<file path="src/rtl/core/c3s_pkg.sv">
// ----------------------------------------------------------------------------
// c3s_pkg
// shared types, widths and register codes of the 3x3 stencil stream unit
// ----------------------------------------------------------------------------
package c3s_pkg;

    // fixed field widths
    localparam int SAMPLE_BITS   = 16;
    localparam int KERNEL_SIZE   = 3;
    localparam int COEF_BITS     = 16;
    localparam int ACC_BITS      = 32;
    localparam int ROW_BITS      = 16;
    localparam int OCOL_BITS     = 10;
    localparam int LW_BITS       = 11;
    localparam int CFG_DATA_BITS = 48;
    localparam int CFG_ADDR_BITS = 3;
    localparam int M_TDATA_BITS  = 64;
    localparam int M_FIELD_BITS  = ACC_BITS + ROW_BITS + OCOL_BITS;

    // queue between front and back
    localparam int QUEUE_DEPTH = 2;
    localparam int QPTR_BITS   = (QUEUE_DEPTH > 1) ? $clog2(QUEUE_DEPTH) : 1;
    localparam int QCNT_BITS   = $clog2(QUEUE_DEPTH + 1);

    // register indexes
    localparam logic [CFG_ADDR_BITS-1:0] CFG_COEF_TOP     = 3'd0;
    localparam logic [CFG_ADDR_BITS-1:0] CFG_COEF_MID     = 3'd1;
    localparam logic [CFG_ADDR_BITS-1:0] CFG_COEF_BOT     = 3'd2;
    localparam logic [CFG_ADDR_BITS-1:0] CFG_LINE_WIDTH   = 3'd3;
    localparam logic [CFG_ADDR_BITS-1:0] CFG_IMAGE_HEIGHT = 3'd4;

    typedef logic signed [SAMPLE_BITS-1:0] sample_t;
    typedef logic signed [ACC_BITS-1:0]    acc_t;

    // window[r][c]: r = 0 top row, c = 0 left column
    typedef sample_t [KERNEL_SIZE-1:0][KERNEL_SIZE-1:0] window_t;

    // coefficient rows, index 0 = top
    typedef logic [KERNEL_SIZE-1:0][CFG_DATA_BITS-1:0] coef_set_t;

    typedef struct packed {
        logic                 last;
        logic [OCOL_BITS-1:0] out_col;
        logic [ROW_BITS-1:0]  out_row;
    } result_meta_t;

    typedef struct packed {
        window_t      win;
        result_meta_t meta;
    } q_entry_t;

    typedef struct packed {
        logic [QCNT_BITS-1:0] count;
        logic                 full;
        logic                 empty;
    } q_status_t;

    // signed coefficient at position pos of a packed row, left first
    function automatic logic signed [COEF_BITS-1:0] coef_at(
        input logic [CFG_DATA_BITS-1:0] row,
        input int                       pos
    );
        coef_at = row[pos*COEF_BITS +: COEF_BITS];
    endfunction

endpackage

</file>
<file path="src/rtl/core/c3s_queue.sv">
// ----------------------------------------------------------------------------
// c3s_queue
// short fifo of windows between front and back
// ----------------------------------------------------------------------------
module c3s_queue (
    input  logic                aclk,
    input  logic                aresetn,
    input  logic                in_valid,
    output logic                in_ready,
    input  c3s_pkg::q_entry_t   in_entry,
    output logic                out_valid,
    input  logic                out_ready,
    output c3s_pkg::q_entry_t   out_entry,
    output c3s_pkg::q_status_t  status
);

    localparam int D = c3s_pkg::QUEUE_DEPTH;

    c3s_pkg::q_entry_t                 slot_reg [D];
    logic [c3s_pkg::QPTR_BITS-1:0]     wr_ptr_reg, wr_ptr_next;
    logic [c3s_pkg::QPTR_BITS-1:0]     rd_ptr_reg, rd_ptr_next;
    logic [c3s_pkg::QCNT_BITS-1:0]     count_reg, count_next;
    logic                              push, pop;

    always_comb begin
        in_ready  = count_reg != c3s_pkg::QCNT_BITS'(D);
        out_valid = count_reg != '0;
        push      = in_valid && in_ready;
        pop       = out_valid && out_ready;

        wr_ptr_next = wr_ptr_reg;
        rd_ptr_next = rd_ptr_reg;
        if (push) begin
            wr_ptr_next = (wr_ptr_reg == c3s_pkg::QPTR_BITS'(D - 1)) ? '0
                          : wr_ptr_reg + c3s_pkg::QPTR_BITS'(1);
        end
        if (pop) begin
            rd_ptr_next = (rd_ptr_reg == c3s_pkg::QPTR_BITS'(D - 1)) ? '0
                          : rd_ptr_reg + c3s_pkg::QPTR_BITS'(1);
        end
        count_next = count_reg;
        if (push && !pop) begin
            count_next = count_reg + c3s_pkg::QCNT_BITS'(1);
        end else if (pop && !push) begin
            count_next = count_reg - c3s_pkg::QCNT_BITS'(1);
        end
    end

    always_ff @(posedge aclk) begin
        if (!aresetn) begin
            wr_ptr_reg <= '0;
            rd_ptr_reg <= '0;
            count_reg  <= '0;
        end else begin
            wr_ptr_reg <= wr_ptr_next;
            rd_ptr_reg <= rd_ptr_next;
            count_reg  <= count_next;
        end
    end

    always_ff @(posedge aclk) begin
        if (push) begin
            slot_reg[wr_ptr_reg] <= in_entry;
        end
    end

    assign out_entry    = slot_reg[rd_ptr_reg];
    assign status.count = count_reg;
    assign status.full  = !in_ready;
    assign status.empty = !out_valid;

endmodule

</file>
<file path="config.mk">
export PLATFORM = sky130hd
export DESIGN_NAME = c3s_queue
export DESIGN_NICKNAME = d
export VERILOG_FILES = /design/src/rtl/core/c3s_pkg.sv /design/src/rtl/core/c3s_queue.sv
export SDC_FILE = /design/constraint.sdc
export NUM_CORES = 1
export LEC_CHECK = 0
export BUFFER_PORTS_ARGS = -buffer_cell sky130_fd_sc_hd__buf_2
export CAP_MARGIN = 0
export CORE_MARGIN = 1
export CORE_UTILIZATION = 40
export DETAILED_ROUTE_END_ITERATION = 16
export PLACE_DENSITY_LB_ADDON = 0.1
export SLEW_MARGIN = 20
export SYNTH_ARGS = -nofsm -noshare
export SYNTH_HDL_FRONTEND = slang
export SYNTH_SLANG_ARGS = --single-unit
export TNS_END_PERCENT = 5
</file>
<file path="constraint.sdc">
create_clock -name aclk -period 10.4 [get_ports aclk]
set_input_delay 1.04 -clock aclk [delete_from_list [all_inputs] [get_ports aclk]]
set_output_delay 1.04 -clock aclk [all_outputs]
set_load 0.005 [all_outputs]
</file>
After elaboration in Yosys (flattened, before gate mapping)
Memories as Yosys holds them, arrays and structs flattened. A register that Yosys moved wholly into a read port is not among the register bits. Index checks and enable logic that the tools add are counted.

Multiplexer cells: 8. Reduce and logical (&&, ||, !) cells: 10. $add $sub $neg: 4. Equality and inequality tests: 1.

Operator list (number): $mux 1 (6); $logic_and 1x1->1 (4); $logic_not 1->1 (4); $mux 2 (2); $reduce_bool 2->1 (2); $add 1x1->1 const B (2); $add 2x1->2 const B (1); $ne 2x2->1 const B (1); $sub 2x1->2 const B (1).

Register bits after elaboration: 4. Memories: 1. Input bits: 175. RAM bits: 342.

Memory list: slot_reg (words 2, bits a word 171, read ports 1, clocked after Yosys merged registers in 1, wr ports 1, line c3s_queue.sv:19) `c3s_pkg::q_entry_t slot_reg [D];`.

Logic depth before layout (Yosys ltp)
Gate-level depths: netlist of run 1.

Word-level depth: 6. Mapped depth: 7.

Least setup slack after synthesis of run 1
No wires, ideal clock.

Path kind: in2reg. Start point: input in_valid. End point: memory slot_reg[0][0] (netlist bit), enable pin. Arrival time: 7.684 ns. Cell stages on the path: 2. Setup time: 0.672 ns. Required time: 9.728 ns. Buffers on the path: 0. Path slack: 2.044 ns. Path through: inv_1 > nor3_2.

Cells in the longest elaborated chain, start to end: 3.

RTL lines: from (decl) (line c3s_queue.sv:8) `input logic in_valid,`; $logic_and 1x1->1 (line c3s_queue.sv:28) `push = in_valid && in_ready;`; $mux 1 (line c3s_queue.sv:62) `if (push) begin`; $mux 1 (implied by the code) (line c3s_queue.sv:63) `slot_reg[wr_ptr_reg] <= in_entry;`; to (decl) (line c3s_queue.sv:19).

No other way between the ends.

==> flow_summary.yaml, run 1 <==
yosys:
  synth_area_um2: 12900
  netlist_top_cells_count: "342 x edfxtp_1, 90 x mux2_4, 81 x mux2_2, 11 x buf_6, 8 x buf_2"
  syn_inst: 558
  synth_top_family_by_area: "multiplexers"
  synth_cell_type_count: 22
  synth_edf_count: 342
  ys_top_cells_by_area: "edfxtp_1 79%, mux2_4 10%, mux2_2 7.0%"
  ys_seq_area_share_pct: 80.1
  synthesis.nets: 734
  synth-main-ff-cell: "edfxtp_1"
  synth_top_area_share_pct: 79.4
  synth_compound_area_share_pct: 0.251
  synthSimpleGateAreaFrac_pct: 0.464
  synth_warnings: 0
  yosysMostFrequentCell: "edfxtp_1"
  ys_seq_elements: 347
  yosysTopAreaCell: "edfxtp_1"
  synthAdderAreaFrac_pct: 0.0967
  synth.avg_cell_area_um2: 23.2
  ys_async_sr_fraction_pct: 0
  synth.area.mux_share_pct: 17.5
  synth_xor_area_share_pct: 0.203
global_route:
  grt_usage_pct: 15.0
  grt_pass1_vias: 6588
  grt_antenna_before_repair: 12
  grt_pass1_wl_mm: 37.7
  grt_max_degree: 67
  grt.overflow.total: 0
hold_path:
  hold_depth: 2
  hp-start: "count_reg[1]"
  min_path_type: "reg -> reg"
pwr:
  total_power_mw: 4.09
  p_leak_nw: 6.31
  ir_worst_vdd_mv: 0.172
  power_density_nw_per_um2: 250
timing:
  finalHoldViolations: 0
  slew_viol_final: 0
  finalCritPeriodShare_pct: 39.4
  setup_viol: 0
  worst_pin_slew_ns: 1.03
  rsz0062_at_grt: "no"
  fin_crit_ns: 4.09
  worst_hold_slack_ns: 0.563
  fin_worst_skew_ns: 0.0112
  fin_tns_setup_ns: 0
  fmax_mhz: 244
  slew_headroom_pct: 31.6
die:
  rows: 65
  die_w_um: 182
  io_pins: 352
  start_util_pct: 40.8
  die_y_um: 182
  core-area_um2: 31700
  dieArea_um2: 33100
route:
  firstDrtPassIters: 4
  wl_met1_mm: 10.1
  vias: 6468
  drc: 0
  ant_nets: 0
  post_drt_via_cell_ratio: 4.71
  routed.top_layer: "met5"
  dr_wl_met2_mm: 12.2
  wirelength_mm: 25.5
  wl_met3_mm: 2.51
  wl_per_cell_um: 18.6
  initialDrtViolationCount: 265
flow_run:
  maxCapViolCount: 0
clock_network:
  cts_root_buf: "clkbuf_16"
  cts_tree: "done"
  cts.path.max_buffers: 3
  hold_buffers: 0
  path_clk_slew_ns: 0.06
  clock_latency_ns: 0.50
  numCtsBuffers: 38
  cts.sinks: 347
  post-cts-setup-buffers: 0
  post_cts_resized: 0
  htree_levels: 2
worst_setup_path:
  r2r.worst_path.cells: 6
  worst-path-max-fanout: 61
  reg2reg_from: "count_reg[0]"
  crit_type: "reg -> out"
  crit_required_ns: 9.36
  worstSetupStartpointType: "flip-flop"
  arrival_ns: 3.05
  end_kind: "primary output"
layout:
  layoutNonFillerInstCount: 1374
  drive_gt1_share_pct: 61.4
  area_growth_pct: 26.7
  largest_register_ff_count: 342
  num-nets-final: 1113
placed_design:
  io_buffers: 351
  placed_cells: 1299
  dp_hpwl_mm: 16.8
  place_congestion: 0.681
status:
  status: "finished clean"
-- cell usage in the layout, fill, tap and decap left out --
master     synthesis  layout
inv_1              3       3
o21a_1             1       1
o21ai_0            1       1
edfxtp_1         342     342
bufinv_16          0       4
nor2_1             1       1
diode_2            0       5
buf_4              0       7
xnor2_1            2       2
clkinv_2           0      12
clkbuf_16          0      41
or3_1              1       1
or2_2              1       1
clkbuf_8           0       3
nor3_4             0       1
ha_1               1       1
and3_4             0       1
clkinv_1           0       6
o21ai_1            1       1
mux2_2            81      81
xor2_1             1       1
dfxtp_4            0       1
mux2_4            90      90
and2_1             3       3
a21boi_1           1       1
nand2b_2           1       1
dfxtp_1            5       4
clkbuf_1           0       4
buf_2              8     351
a21boi_0           1       1
-- area by class of cell --
| type | instances | area, um2 |
|---|---|---|
| clock inverters | 22 | 203 |
| well taps | 402 | 503 |
| clock buffers | 48 | 1080 |
| diodes | 5 | 12.5 |
| multi-input cells | 189 | 2410 |
| inverters | 3 | 11.3 |
| fillers | 2668 | 15300 |
| flip-flops and latches | 347 | 10400 |
| repair buffers | 358 | 1810 |
-- path summary, 6_finish.rpt --
| check | to | slack, ns |
|---|---|---|
| setup / recovery | out_entry[166] | 6.31 |
| setup reg to reg | slot_reg[0][107] | 6.88 |
| hold reg to reg | count_reg[1] | 0.56 |
| hold / removal | count_reg[1] | 0.56 |
-- where the power goes --
group	leakage (nW)	total (mW)	internal (mW)	switching, mW
Clock	0.644	1.34	0.834	0.509
Combinational	2.43	0.909	0.491	0.418
Sequential	3.24	1.84	1.76	0.0803
Total	6.31	4.09	3.08	1.01
-- layer usage --
metal	vias up	track usage, %
li1	2985	-
met1	3174	18.0
met2	245	24.6
met3	50	6.74
met4	14	4.24
met5	-	0
-- cell families after synthesis --
group                      Yosys count
xor gates and xnor gates             3
and+or+nand+nor                      9
buffers and inverters               22
muxes                              171
AOI/OAI and AO/OA                    5
adders and majority gates            1
DFF                                347
-- through the flow --
step	util [%]	cell area (um2)	setup slack, ns
6_report	51.7	16400	6.31
3_5_place_dp	47.6	15100	6.26
2_1_floorplan	-	12900	2.04
5_1_grt	51.7	16400	6.10
3_3_place_gp	47.6	15100	6.25
4_1_cts	51.7	16400	6.22
-- critical path, cell delays in order, from the launching register on --
cell,delay [ns]
dfxtp_4,1.03
buf_4,0.90
mux2_2,0.44
buf_2,0.14
Note: power is estimated with default switching activity, not from simulation.
==> inputs of run 2 (changes only) <==
Clock period 10.4 ns to 4 ns, I/O delays scaled along.
==> flow_summary.yaml, run 2 (synthesis results as in run 1) <==
timing:
  finalHoldViolations: 0
  fmax_mhz: 367
  worst_hold_slack_ns: 0.0760
  rsz0062_at_grt: "no"
  fin_tns_setup_ns: 0
  fin_worst_skew_ns: 0.0110
  slew_viol_final: 0
  worst_pin_slew_ns: 0.834
  setup_viol: 0
  slew_headroom_pct: 44.4
  fin_crit_ns: 2.73
  finalCritPeriodShare_pct: 68.2
route:
  initialDrtViolationCount: 253
  vias: 6420
  post_drt_via_cell_ratio: 4.68
  drc: 0
  wirelength_mm: 24.9
  firstDrtPassIters: 6
  ant_nets: 0
  wl_per_cell_um: 18.1
layout:
  drive_gt1_share_pct: 60.9
  area_growth_pct: 27.0
  final_common_cell: "buf_2"
  largest_register_ff_count: 342
  final_cell_mix: "351 x buf_2, 342 x edfxtp_1, 90 x mux2_4"
  num-nets-final: 1113
  fin_area_um2: 16400
clock_network:
  numCtsBuffers: 38
  post-cts-setup-buffers: 0
  htree_levels: 2
  cts.path.max_buffers: 3
  cts_tree: "done"
  clock_latency_ns: 0.51
  hold_buffers: 0
  cts.sinks: 347
  path_clk_slew_ns: 0.06
  post_cts_resized: 0
  cts_root_buf: "clkbuf_16"
flow_run:
  maxCapViolCount: 0
worst_setup_path:
  critPathBufInv: 2
  worstSetupStartpointType: "flip-flop"
  arrival_ns: 2.33
  max_stage_delay_ns: 0.82
  critical_path.top_delay_family: "flip-flops"
  crit_type: "reg -> out"
  slowest_stage: "dfxtp_4"
  end_kind: "primary output"
  crit_chain: "buf_12, mux2_2, buf_2"
  worst-path-max-fanout: 53
  crit_required_ns: 3.60
placed_design:
  dp_hpwl_mm: 16.3
  io_buffers: 351
  placed_cell_area_um2: 15200
  place_congestion: 0.699
pwr:
  p_leak_nw: 6.28
  power_density_nw_per_um2: 640
  ir_worst_vdd_mv: 0.374
die:
  core-area_um2: 31700
  die_y_um: 182
  rows: 65
  dieArea_um2: 33100
  start_util_pct: 40.8
  die_w_um: 182
  io_pins: 352
global_route:
  grt_usage_pct: 14.8
  grt.overflow.total: 0
  grt_max_degree: 94
  grt_pass1_vias: 6647
  grt_pass1_wl_mm: 37.0
  grt_antenna_before_repair: 11
status:
  status: "finished clean"
hold_path:
  min_path_type: "in -> reg"
-- run 2: cell count changes in the layout (fill, tap and decap cells not counted), sizes merged --
cell      before  now
clkinvlp       0    1
bufinv         4    3
inv            3    4
diode          5    9
clkinv        18   12
-- run 2: final timing paths --
kind	startpoint	endpoint	slack, ns	cells past startpoint
setup / recovery	flip-flop	out_entry[150]	1.27	3
hold / removal	in_entry[167]	slot_reg[0][167]	0.08	1
setup reg to reg	count_reg[0]	slot_reg[1][61]	1.90	3
hold reg to reg	count_reg[1]	count_reg[1]	0.57	2
-- run 2: metrics by stage --
| step | utilization [%] | power, mW | std cells | worst slack [ns] |
|---|---|---|---|---|
| 2_1_floorplan | - | 6.37 | 558 | -1.09 |
| 3_3_place_gp | 47.9 | 7.31 | 1299 | 1.75 |
| 3_5_place_dp | 47.9 | 7.31 | 1299 | 1.75 |
| 4_1_cts | 51.7 | 10.7 | 1364 | 1.20 |
| 5_1_grt | 51.8 | 11.0 | 1369 | 1.14 |
| 6_report | 51.8 | 10.5 | 1373 | 1.27 |
-- run 2: worst reg2reg max path: stages (launching register included) --
cell	delay, ns
dfxtp_4	0.37
nand2b_4	0.15
and3_4	0.75
buf_12	0.41
-- run 2: routing by layer --
| metal | track usage, % | wire length (um) | vias up |
|---|---|---|---|
| met5 | 0 | 35 | - |
| met4 | 4.37 | 519 | 6 |
| met3 | 7.02 | 2620 | 45 |
| met2 | 24.4 | 11900 | 260 |
| met1 | 17.0 | 9830 | 3106 |
| li1 | - | - | 3003 |
-- run 2: power breakdown --
group / internal (mW) / total [mW] / switching (mW) / leakage, nW
logic: 1.31 / 2.43 / 1.11 / 2.45
clock network: 2.04 / 3.34 / 1.29 / 0.589
registers: 4.57 / 4.75 / 0.179 / 3.24
-- run 2: area by class of cell --
class,count,area [um2]
Multi-Input combinational cell,189,2410
Clock buffer,48,1050
Tap cell,402,503
Inverter,3,13.8
Sequential cell,347,10400
Fill cell,2641,15300
Timing Repair Buffer,358,1900
Antenna cell,9,22.5
Clock inverter,17,156
